==> config.mk <==
export PLATFORM = sky130hd
export DESIGN_NAME = postfix_stack_evaluator
export DESIGN_NICKNAME = d
export VERILOG_FILES = /design/src/rtl/pse_pkg.sv /design/src/rtl/postfix_stack_evaluator.sv
export SDC_FILE = /design/constraint.sdc
export NUM_CORES = 2
export LEC_CHECK = 0
export BUFFER_PORTS_ARGS = -buffer_cell sky130_fd_sc_hd__buf_2
export CAP_MARGIN = 30
export CORE_ASPECT_RATIO = 2
export CORE_MARGIN = 8
export CORE_UTILIZATION = 48
export CTS_CLUSTER_DIAMETER = 200
export CTS_CLUSTER_SIZE = 16
export DETAILED_ROUTE_END_ITERATION = 10
export SYNTH_ARGS = -nofsm -noshare
export SYNTH_HDL_FRONTEND = slang
export SYNTH_SLANG_ARGS = --single-unit
==> constraint.sdc <==
create_clock -name aclk -period 11.6 [get_ports aclk]
set_input_delay 1.16 -clock aclk [delete_from_list [all_inputs] [get_ports aclk]]
set_output_delay 1.16 -clock aclk [all_outputs]
set_load 0.02 [all_outputs]
==> src/rtl/pse_pkg.sv <==
// Shared types, codes and beat layout for the postfix stack evaluator.
package pse_pkg;

    localparam int STACK_DEPTH_DEF = 64;
    localparam int WORD_W          = 32;
    localparam int OP_W            = 3;
    localparam int DEPTH_W         = 7;
    localparam int STATUS_W        = 3;

    localparam int S_TDATA_W = 40;
    localparam int M_TDATA_W = 48;
    localparam int S_PAD_W   = S_TDATA_W - WORD_W - OP_W;
    localparam int M_PAD_W   = M_TDATA_W - WORD_W - DEPTH_W - STATUS_W;

    localparam logic REQ_PUSH = 1'b0;
    localparam logic REQ_OPER = 1'b1;

    typedef enum logic [OP_W-1:0] {
        OP_ADD = 3'd0,
        OP_SUB = 3'd1,
        OP_MUL = 3'd2,
        OP_DIV = 3'd3,
        OP_POW = 3'd4
    } op_t;

    typedef enum logic [STATUS_W-1:0] {
        STAT_OK        = 3'd0,
        STAT_OVERFLOW  = 3'd1,
        STAT_UNDERFLOW = 3'd2,
        STAT_DIVZERO   = 3'd3,
        STAT_BADOP     = 3'd4
    } status_t;

endpackage

==> src/rtl/postfix_stack_evaluator.sv <==
// Postfix stack evaluator: operand stack, shared add/sub and multiply unit, sequencer.
//
// channel | dir | tdata (low bit up)                         | tuser
// s_      | in  | operand_value[31:0], op_code[34:32], zeros | req_type (0 push, 1 operator)
// m_      | out | top_value[31:0], stack_depth[38:32],       | none
//         |     | status[41:39], zeros                       |
//
// Push, overflow, underflow and bad code go from idle to finish; add, sub, mul, divide by zero
// and power with a negative exponent finish from read; divide runs the bit-per-cycle divider
// in exec, and other power the single multiplier, per exponent bit up to its highest set bit.
// Reset clears the sequencer, stack count and output valid; stack storage is not cleared.
// s_tready is high only while the sequencer is idle; a finished result waits in
// the output register, and the next beat is taken while it waits.
module postfix_stack_evaluator #(
    parameter int STACK_DEPTH = pse_pkg::STACK_DEPTH_DEF
) (
    input  logic                          aclk,
    input  logic                          aresetn,
    input  logic                          s_tvalid,
    output logic                          s_tready,
    // operand_value[31:0], op_code[34:32], zero pad
    input  logic [pse_pkg::S_TDATA_W-1:0] s_tdata,
    // req_type
    input  logic                          s_tuser,
    output logic                          m_tvalid,
    input  logic                          m_tready,
    // top_value[31:0], stack_depth[38:32], status[41:39], zero pad
    output logic [pse_pkg::M_TDATA_W-1:0] m_tdata
);
    import pse_pkg::*;

    localparam int AW = (STACK_DEPTH > 1) ? $clog2(STACK_DEPTH) : 1;
    localparam int CW = $clog2(STACK_DEPTH + 1);

    typedef enum logic [3:0] {
        FSM_IDLE   = 4'b0001,
        FSM_READ   = 4'b0010,
        FSM_EXEC   = 4'b0100,
        FSM_FINISH = 4'b1000
    } fsm_t;

    fsm_t              state_reg, state_next;
    logic [CW-1:0]     count_reg, count_next;
    logic [WORD_W-1:0] top_reg, top_next;
    status_t           status_reg, status_next;
    logic [OP_W-1:0]   op_reg, op_next;
    logic [WORD_W-1:0] right_reg, right_next;
    logic [WORD_W-1:0] acc_reg, acc_next;
    logic [WORD_W-1:0] aux_reg, aux_next;
    logic              neg_reg, neg_next;
    logic [4:0]        step_reg, step_next;
    logic              phase_reg, phase_next;
    logic              m_valid_reg, m_valid_next;
    logic [WORD_W-1:0] out_top_reg;
    logic [DEPTH_W-1:0] out_depth_reg;
    status_t           out_status_reg;

    logic [WORD_W-1:0] stack_mem [STACK_DEPTH];
    logic [WORD_W-1:0] rd_data_reg;
    logic              mem_we;

    logic [WORD_W-1:0] in_value;
    logic [OP_W-1:0]   in_op;
    logic              s_fire;
    logic              out_load;
    logic [CW-1:0]     count_m1, count_m2;
    logic [CW+DEPTH_W-1:0] depth_ext;

    logic              alu_sub;
    logic [WORD_W:0]   alu_a, alu_b, alu_y;
    logic [WORD_W-1:0] mul_a, mul_b, mul_p;
    logic [WORD_W:0]   rem_sh;
    logic [WORD_W-1:0] quot_sh;

    assign in_value  = s_tdata[WORD_W-1:0];
    assign in_op     = s_tdata[WORD_W+OP_W-1:WORD_W];
    assign s_tready  = (state_reg == FSM_IDLE);
    assign s_fire    = s_tvalid && s_tready;
    assign out_load  = (state_reg == FSM_FINISH) && (!m_valid_reg || m_tready);
    assign count_m1  = count_reg - CW'(1);
    assign count_m2  = count_reg - CW'(2);
    assign depth_ext = {{DEPTH_W{1'b0}}, count_reg};

    assign alu_y   = alu_sub ? (alu_a - alu_b) : (alu_a + alu_b);
    assign mul_p   = mul_a * mul_b;
    assign rem_sh  = {aux_reg, acc_reg[WORD_W-1]};
    assign quot_sh = {acc_reg[WORD_W-2:0], ~alu_y[WORD_W]};

    always_comb begin
        alu_sub = 1'b0;
        alu_a   = '0;
        alu_b   = '0;
        mul_a   = rd_data_reg;
        mul_b   = right_reg;
        if (state_reg == FSM_READ) begin
            alu_sub = (op_reg == OP_SUB);
            alu_a   = {1'b0, rd_data_reg};
            alu_b   = {1'b0, right_reg};
        end else if (state_reg == FSM_EXEC && op_reg == OP_DIV) begin
            alu_sub = 1'b1;
            alu_a   = rem_sh;
            alu_b   = {1'b0, right_reg};
        end
        if (state_reg == FSM_EXEC) begin
            mul_a = phase_reg ? aux_reg : acc_reg;
            mul_b = aux_reg;
        end
    end

    always_comb begin
        state_next   = state_reg;
        count_next   = count_reg;
        top_next     = top_reg;
        status_next  = status_reg;
        op_next      = op_reg;
        right_next   = right_reg;
        acc_next     = acc_reg;
        aux_next     = aux_reg;
        neg_next     = neg_reg;
        step_next    = step_reg;
        phase_next   = phase_reg;
        mem_we       = 1'b0;
        m_valid_next = m_valid_reg;
        if (m_valid_reg && m_tready) begin
            m_valid_next = 1'b0;
        end

        unique case (state_reg)
            FSM_IDLE: begin
                if (s_fire) begin
                    status_next = STAT_OK;
                    op_next     = in_op;
                    right_next  = top_reg;
                    state_next  = FSM_FINISH;
                    if (s_tuser == REQ_PUSH) begin
                        if (count_reg >= CW'(STACK_DEPTH)) begin
                            status_next = STAT_OVERFLOW;
                        end else begin
                            mem_we     = (count_reg != '0);
                            top_next   = in_value;
                            count_next = count_reg + CW'(1);
                        end
                    end else if (in_op > OP_POW) begin
                        status_next = STAT_BADOP;
                    end else if (count_reg < CW'(2)) begin
                        status_next = STAT_UNDERFLOW;
                    end else begin
                        state_next = FSM_READ;
                    end
                end
            end
            FSM_READ: begin
                state_next = FSM_FINISH;
                unique case (op_reg)
                    OP_ADD, OP_SUB: begin
                        top_next   = alu_y[WORD_W-1:0];
                        count_next = count_m1;
                    end
                    OP_MUL: begin
                        top_next   = mul_p;
                        count_next = count_m1;
                    end
                    OP_DIV: begin
                        if (right_reg == '0) begin
                            status_next = STAT_DIVZERO;
                        end else begin
                            acc_next   = rd_data_reg[WORD_W-1] ? -rd_data_reg : rd_data_reg;
                            right_next = right_reg[WORD_W-1] ? -right_reg : right_reg;
                            neg_next   = rd_data_reg[WORD_W-1] ^ right_reg[WORD_W-1];
                            aux_next   = '0;
                            step_next  = '0;
                            phase_next = 1'b0;
                            state_next = FSM_EXEC;
                        end
                    end
                    default: begin
                        if (right_reg[WORD_W-1]) begin
                            count_next = count_m1;
                            if (rd_data_reg == WORD_W'(1)) begin
                                top_next = WORD_W'(1);
                            end else if (rd_data_reg == '1) begin
                                top_next = right_reg[0] ? '1 : WORD_W'(1);
                            end else begin
                                top_next = '0;
                            end
                        end else begin
                            acc_next   = WORD_W'(1);
                            aux_next   = rd_data_reg;
                            phase_next = 1'b0;
                            state_next = FSM_EXEC;
                        end
                    end
                endcase
            end
            FSM_EXEC: begin
                if (op_reg == OP_DIV) begin
                    if (phase_reg) begin
                        top_next   = neg_reg ? -acc_reg : acc_reg;
                        count_next = count_m1;
                        state_next = FSM_FINISH;
                    end else begin
                        acc_next  = quot_sh;
                        aux_next  = alu_y[WORD_W] ? rem_sh[WORD_W-1:0] : alu_y[WORD_W-1:0];
                        step_next = step_reg + 5'd1;
                        if (step_reg == '1) begin
                            phase_next = 1'b1;
                        end
                    end
                end else if (!phase_reg) begin
                    if (right_reg == '0) begin
                        top_next   = acc_reg;
                        count_next = count_m1;
                        state_next = FSM_FINISH;
                    end else begin
                        if (right_reg[0]) begin
                            acc_next = mul_p;
                        end
                        phase_next = 1'b1;
                    end
                end else begin
                    aux_next   = mul_p;
                    right_next = right_reg >> 1;
                    phase_next = 1'b0;
                end
            end
            FSM_FINISH: begin
                if (out_load) begin
                    m_valid_next = 1'b1;
                    state_next   = FSM_IDLE;
                end
            end
            default: begin
                state_next = FSM_IDLE;
            end
        endcase
    end

    always_ff @(posedge aclk) begin
        if (!aresetn) begin
            state_reg   <= FSM_IDLE;
            count_reg   <= '0;
            m_valid_reg <= 1'b0;
        end else begin
            state_reg   <= state_next;
            count_reg   <= count_next;
            m_valid_reg <= m_valid_next;
        end
        top_reg    <= top_next;
        status_reg <= status_next;
        op_reg     <= op_next;
        right_reg  <= right_next;
        acc_reg    <= acc_next;
        aux_reg    <= aux_next;
        neg_reg    <= neg_next;
        step_reg   <= step_next;
        phase_reg  <= phase_next;
        if (out_load) begin
            out_top_reg    <= (count_reg != '0) ? top_reg : '0;
            out_depth_reg  <= depth_ext[DEPTH_W-1:0];
            out_status_reg <= status_reg;
        end
    end

    // entries below the top word; top lives in top_reg
    always_ff @(posedge aclk) begin
        if (mem_we) begin
            stack_mem[count_m1[AW-1:0]] <= top_reg;
        end
        rd_data_reg <= stack_mem[count_m2[AW-1:0]];
    end

    assign m_tvalid = m_valid_reg;
    assign m_tdata  = {{M_PAD_W{1'b0}}, out_status_reg, out_depth_reg, out_top_reg};

    a_count_bound: assert property (@(posedge aclk) disable iff (!aresetn)
        count_reg <= CW'(STACK_DEPTH))
        else $error("stack count beyond depth");

    a_exec_operands: assert property (@(posedge aclk) disable iff (!aresetn)
        (state_reg == FSM_READ || state_reg == FSM_EXEC) |-> count_reg >= CW'(2))
        else $error("operator running with fewer than two entries");

    a_underflow_depth: assert property (@(posedge aclk) disable iff (!aresetn)
        (m_tvalid && out_status_reg == STAT_UNDERFLOW) |-> out_depth_reg < DEPTH_W'(2))
        else $error("underflow reported with two or more entries");

    a_busy_after_accept: assert property (@(posedge aclk) disable iff (!aresetn)
        (s_fire && s_tuser == REQ_OPER) |=> (!s_tready && $stable(count_reg)))
        else $error("stack count changed on an operator accept, or still ready");

endmodule
==> flow_results.org <==
** Finish
- Compared with the post-synthesis result, the final layout area differs by 9.80%.
- Filler Cell Count :: 18200
- Fraction of final layout cells sized beyond drive strength 1 :: 20.7%
- After the flow finishes, the layout carries non-filler instances totaling 9813.
- Post-route cell area :: 120000 µm²
- Max FFs per register :: 2048
- Final net count :: 7358

** Clock tree
- Once the clock tree was built, the resizer swapped 0 gates to a different size.
- Number of buffers added for setup after CTS :: 0
- CTS tree :: done
- Clock Pin Slew Worst Setup and Hold Paths :: 0.07 ns
- Clock buffers created by TritonCTS :: 168
- The later pin in the worst-skew pair is clocked with a latency of 0.85 ns.
- The clock passes through at most 4 buffers.
- Clock Tree Root :: sky130_fd_sc_hd__clkbuf_16
- H-Tree Level Count :: 4
- Hold repair after CTS inserted 0 buffers.
- The clock net in this run drives a total of 2275 sinks.

** Synthesis
- In the synthesized netlist the dominant register cell turns out to be sky130_fd_sc_hd__edfxtp_1.
- Number of synthesized register bits :: 2275
- Share of the synthesized area in the top cell type :: 61.5%
- Post-synth cell types :: 80
- Post-synthesis instance area :: 109000 µm²
- Synthesis handed over a netlist of 6556 instances.
- In this run, synthesis inferred 2231 flip-flops with an integrated enable.
- Leading area contributor after synthesis :: sky130_fd_sc_hd__edfxtp_1
- In the post-synthesis netlist, the cell with the most instances is sky130_fd_sc_hd__edfxtp_1.
- YS warnings :: 0
- Async SR Flop Fraction :: 0%
- After synthesis, the mean cell area works out to 16.6 µm².
- Proportion of synthesized chip area in sequential cells :: 62.3%
- In the synthesized netlist, the cells that appear most often are sky130_fd_sc_hd__edfxtp_1, sky130_fd_sc_hd__mux4_2, sky130_fd_sc_hd__nor2_1.
- In the post-synthesis netlist, the biggest area contributors are sky130_fd_sc_hd__edfxtp_1, sky130_fd_sc_hd__mux4_2, sky130_fd_sc_hd__fa_1, sky130_fd_sc_hd__ha_1, sky130_fd_sc_hd__nor2_1.

** Worst setup path
- Largest delay contributor family on the critical path :: adder cells
- In this run the critical register-to-register path is launched from state_reg[3].
- Setup CP Type :: reg -> reg
- Signal arrival time at the worst endpoint :: 10.38 ns
- STA puts the critical path data required time at 12.19 ns.
- Counting both buffers and inverters, the worst setup path holds a total of 7.
- For this run, the slowest stage of the critical path takes 0.82 ns.
- In this design, the critical path's most frequently occurring cell is sky130_fd_sc_hd__fa_1.
- STA classifies the critical path startpoint as a register.
- The worst register-to-register path has a setup slack of 1.81 ns.
- Critical path peak fanout :: 34
- R2r endpoint :: top_reg[30]
- Number of cells on the worst reg-to-reg path :: 29
- STA classifies the critical path endpoint as a register.
- The slowest stage of the critical path belongs to the cell sky130_fd_sc_hd__or4b_4.

** STA
- Across the routed clock network, the largest skew measured is 0.0654 ns.
- The worst path needs 9.79 ns of the cycle, external delays included.
- Post-route fraction of the period consumed by the critical path :: 84.4%
- RSZ-0062 raised after global routing :: no
- In this run the tightest slew margin relative to its limit is 21.6%.
- Slew Limit Fails :: 0
- For the final routed database, the setup TNS stands at 0 ns.
- The tightest hold path in the finished design has a slack of 0.429 ns.
- Timing-limited maximum frequency :: 0.102 GHz
- The hold violation count in the final report was 0.
- Transition time of the tightest slew-check pin :: 1.17 ns
- Setup violations remaining at the end of the flow were counted as 0.

** Floorplanning
- Starting Density :: 48.2%
- Floorplan die width :: 353 µm
- The region available for standard cell placement spans 226000 µm².
- The die covers 244000 µm².
- The die is 690 µm tall.
- Rows :: 247
- For this design the top-level I/O count stands at 95.

** Hold path
- Endpoint of the worst hold-timing path :: out_status_reg[0]
- Counting instances, the worst hold path has a depth of 0.
- Origin of the worst min-delay path :: status_reg[0]
- HP Class :: reg -> reg

** Global routing
- Global routing consumed, on the met3 layer, 8.13% of the routing resources.
- The number of antenna violations at the first check in global routing came to 65.
- Entering global routing, the biggest net connects 125 pins.
- Overall routing resource usage :: 32.2%
- Grt met2 use :: 55.3%
- Vias in the first global route :: 65600
- Global route overflow :: 0
- Met1 GRT Util :: 31.4%
- The first global-routing pass estimated 537000 µm of wire.
- The global routing stage identified its most utilized layer as met2.

** Placement
- Number of placed instances with taps included :: 9543
- The count of buffers added on input and output ports is 83.
- Detailed placement finished with a half-perimeter wire length of 262000 µm.
- Global placement routability congestion :: 1.07
- Once placement finished, the instance area stood at 115000 µm².

** Detailed routing
- For this run, design rule violations remaining after detail routing come to 0.
- 1st-pass router iterations :: 6
- After detailed routing, the total wire length is 391000 µm.
- The first routing iteration left 6527 violations.
- The count of nets left with antenna violations once routing finished came out at 0.
- The detailed router placed 62500 vias in this run.
- Avg Vias per Cell :: 6.37
- In the final routed layout, each cell accounts on average for 39.8 µm.

** Outcome
- Status :: complete, no violations

** Run
- Max-cap violations in this run came to 0.
## cell type report
type,instances,area [µm²],share of cell area [%]
flip-flops and latches,2275,67900,56.7
multi-input cells,3485,38900,32.5
clock buffers,214,4400,3.67
well taps,2988,3740,3.12
repair buffers,371,2940,2.46
inverters,435,1630,1.36
diodes,39,97.6,0.0815
clock inverters,6,66.3,0.0554
## logic make-up (layout without fill, tap and decap cells)
logic type,count (synthesis),in the layout,synth area share (%)
adders and majority gates,577,577,9.44
xor gates and xnor gates,235,235,1.91
AOI/OAI and AO/OA,645,645,3.73
and+or+nand+nor,1236,1236,5.03
buffers and inverters,801,1026,2.82
other,1,45,0.00344
DFF,2275,2275,62.3
muxes,786,786,14.8
## how the worst max path moves through the flow
stage,startpoint,to,slack [ns],cells past startpoint
floorplan,state_reg[3],top_reg[29],2.87,32
global route,state_reg[2],aux_reg[28],1.50,30
global placement,state_reg[3],aux_reg[28],1.89,27
CTS,state_reg[3],aux_reg[28],1.94,27
finish,state_reg[3],top_reg[30],1.81,29
detailed placement,state_reg[3],aux_reg[28],1.95,27
## placed cells by master, fill, tap and decap left out, drive strengths merged, types with 55 or more instances in the layout
cell type | synthesis | layout
a21oi | 149 | 149
a22oi | 55 | 55
buf | 111 | 370
clkbuf | 255 | 214
edfxtp | 2231 | 2231
fa | 409 | 409
ha | 168 | 168
inv | 435 | 438
mux2i | 102 | 102
mux4 | 657 | 657
nand2 | 393 | 393
nor2 | 533 | 533
nor2b | 55 | 55
o21ai | 193 | 193
xnor2 | 152 | 152
xor2 | 82 | 82
## worst reg2reg max path: cells and delay by family, from the launching register on
kind                       cells  cell delay [ns]
AOI/OAI and AO/OA              3             0.54
adders and majority gates      9             4.47
buffers and inverters          7             1.81
DFF                            1             0.40
muxes                          2             0.44
and+or+nand+nor                8             1.86
## metrics by stage
| stage | setup WS [ns] | utilization (%) |
|---|---|---|
| 3_3_place_gp | 1.89 | 50.8 |
| 3_5_place_dp | 1.95 | 50.8 |
| 5_1_grt | 1.50 | 53.0 |
| 6_report | 1.81 | 53.0 |
| 4_1_cts | 1.94 | 52.8 |
| 2_1_floorplan | 2.87 | - |
## routing by layer
metal  part of all wire, %  up-vias
met3                   7.3     1350
met1                    30    32900
met2                    51     3074
met4                    12       32
li1                      -    25200
met5                 0.053        -
Power is left out: the tool's default activity adds up to more than one toggle a clock period on the data nets, which glitch-free logic cannot reach.
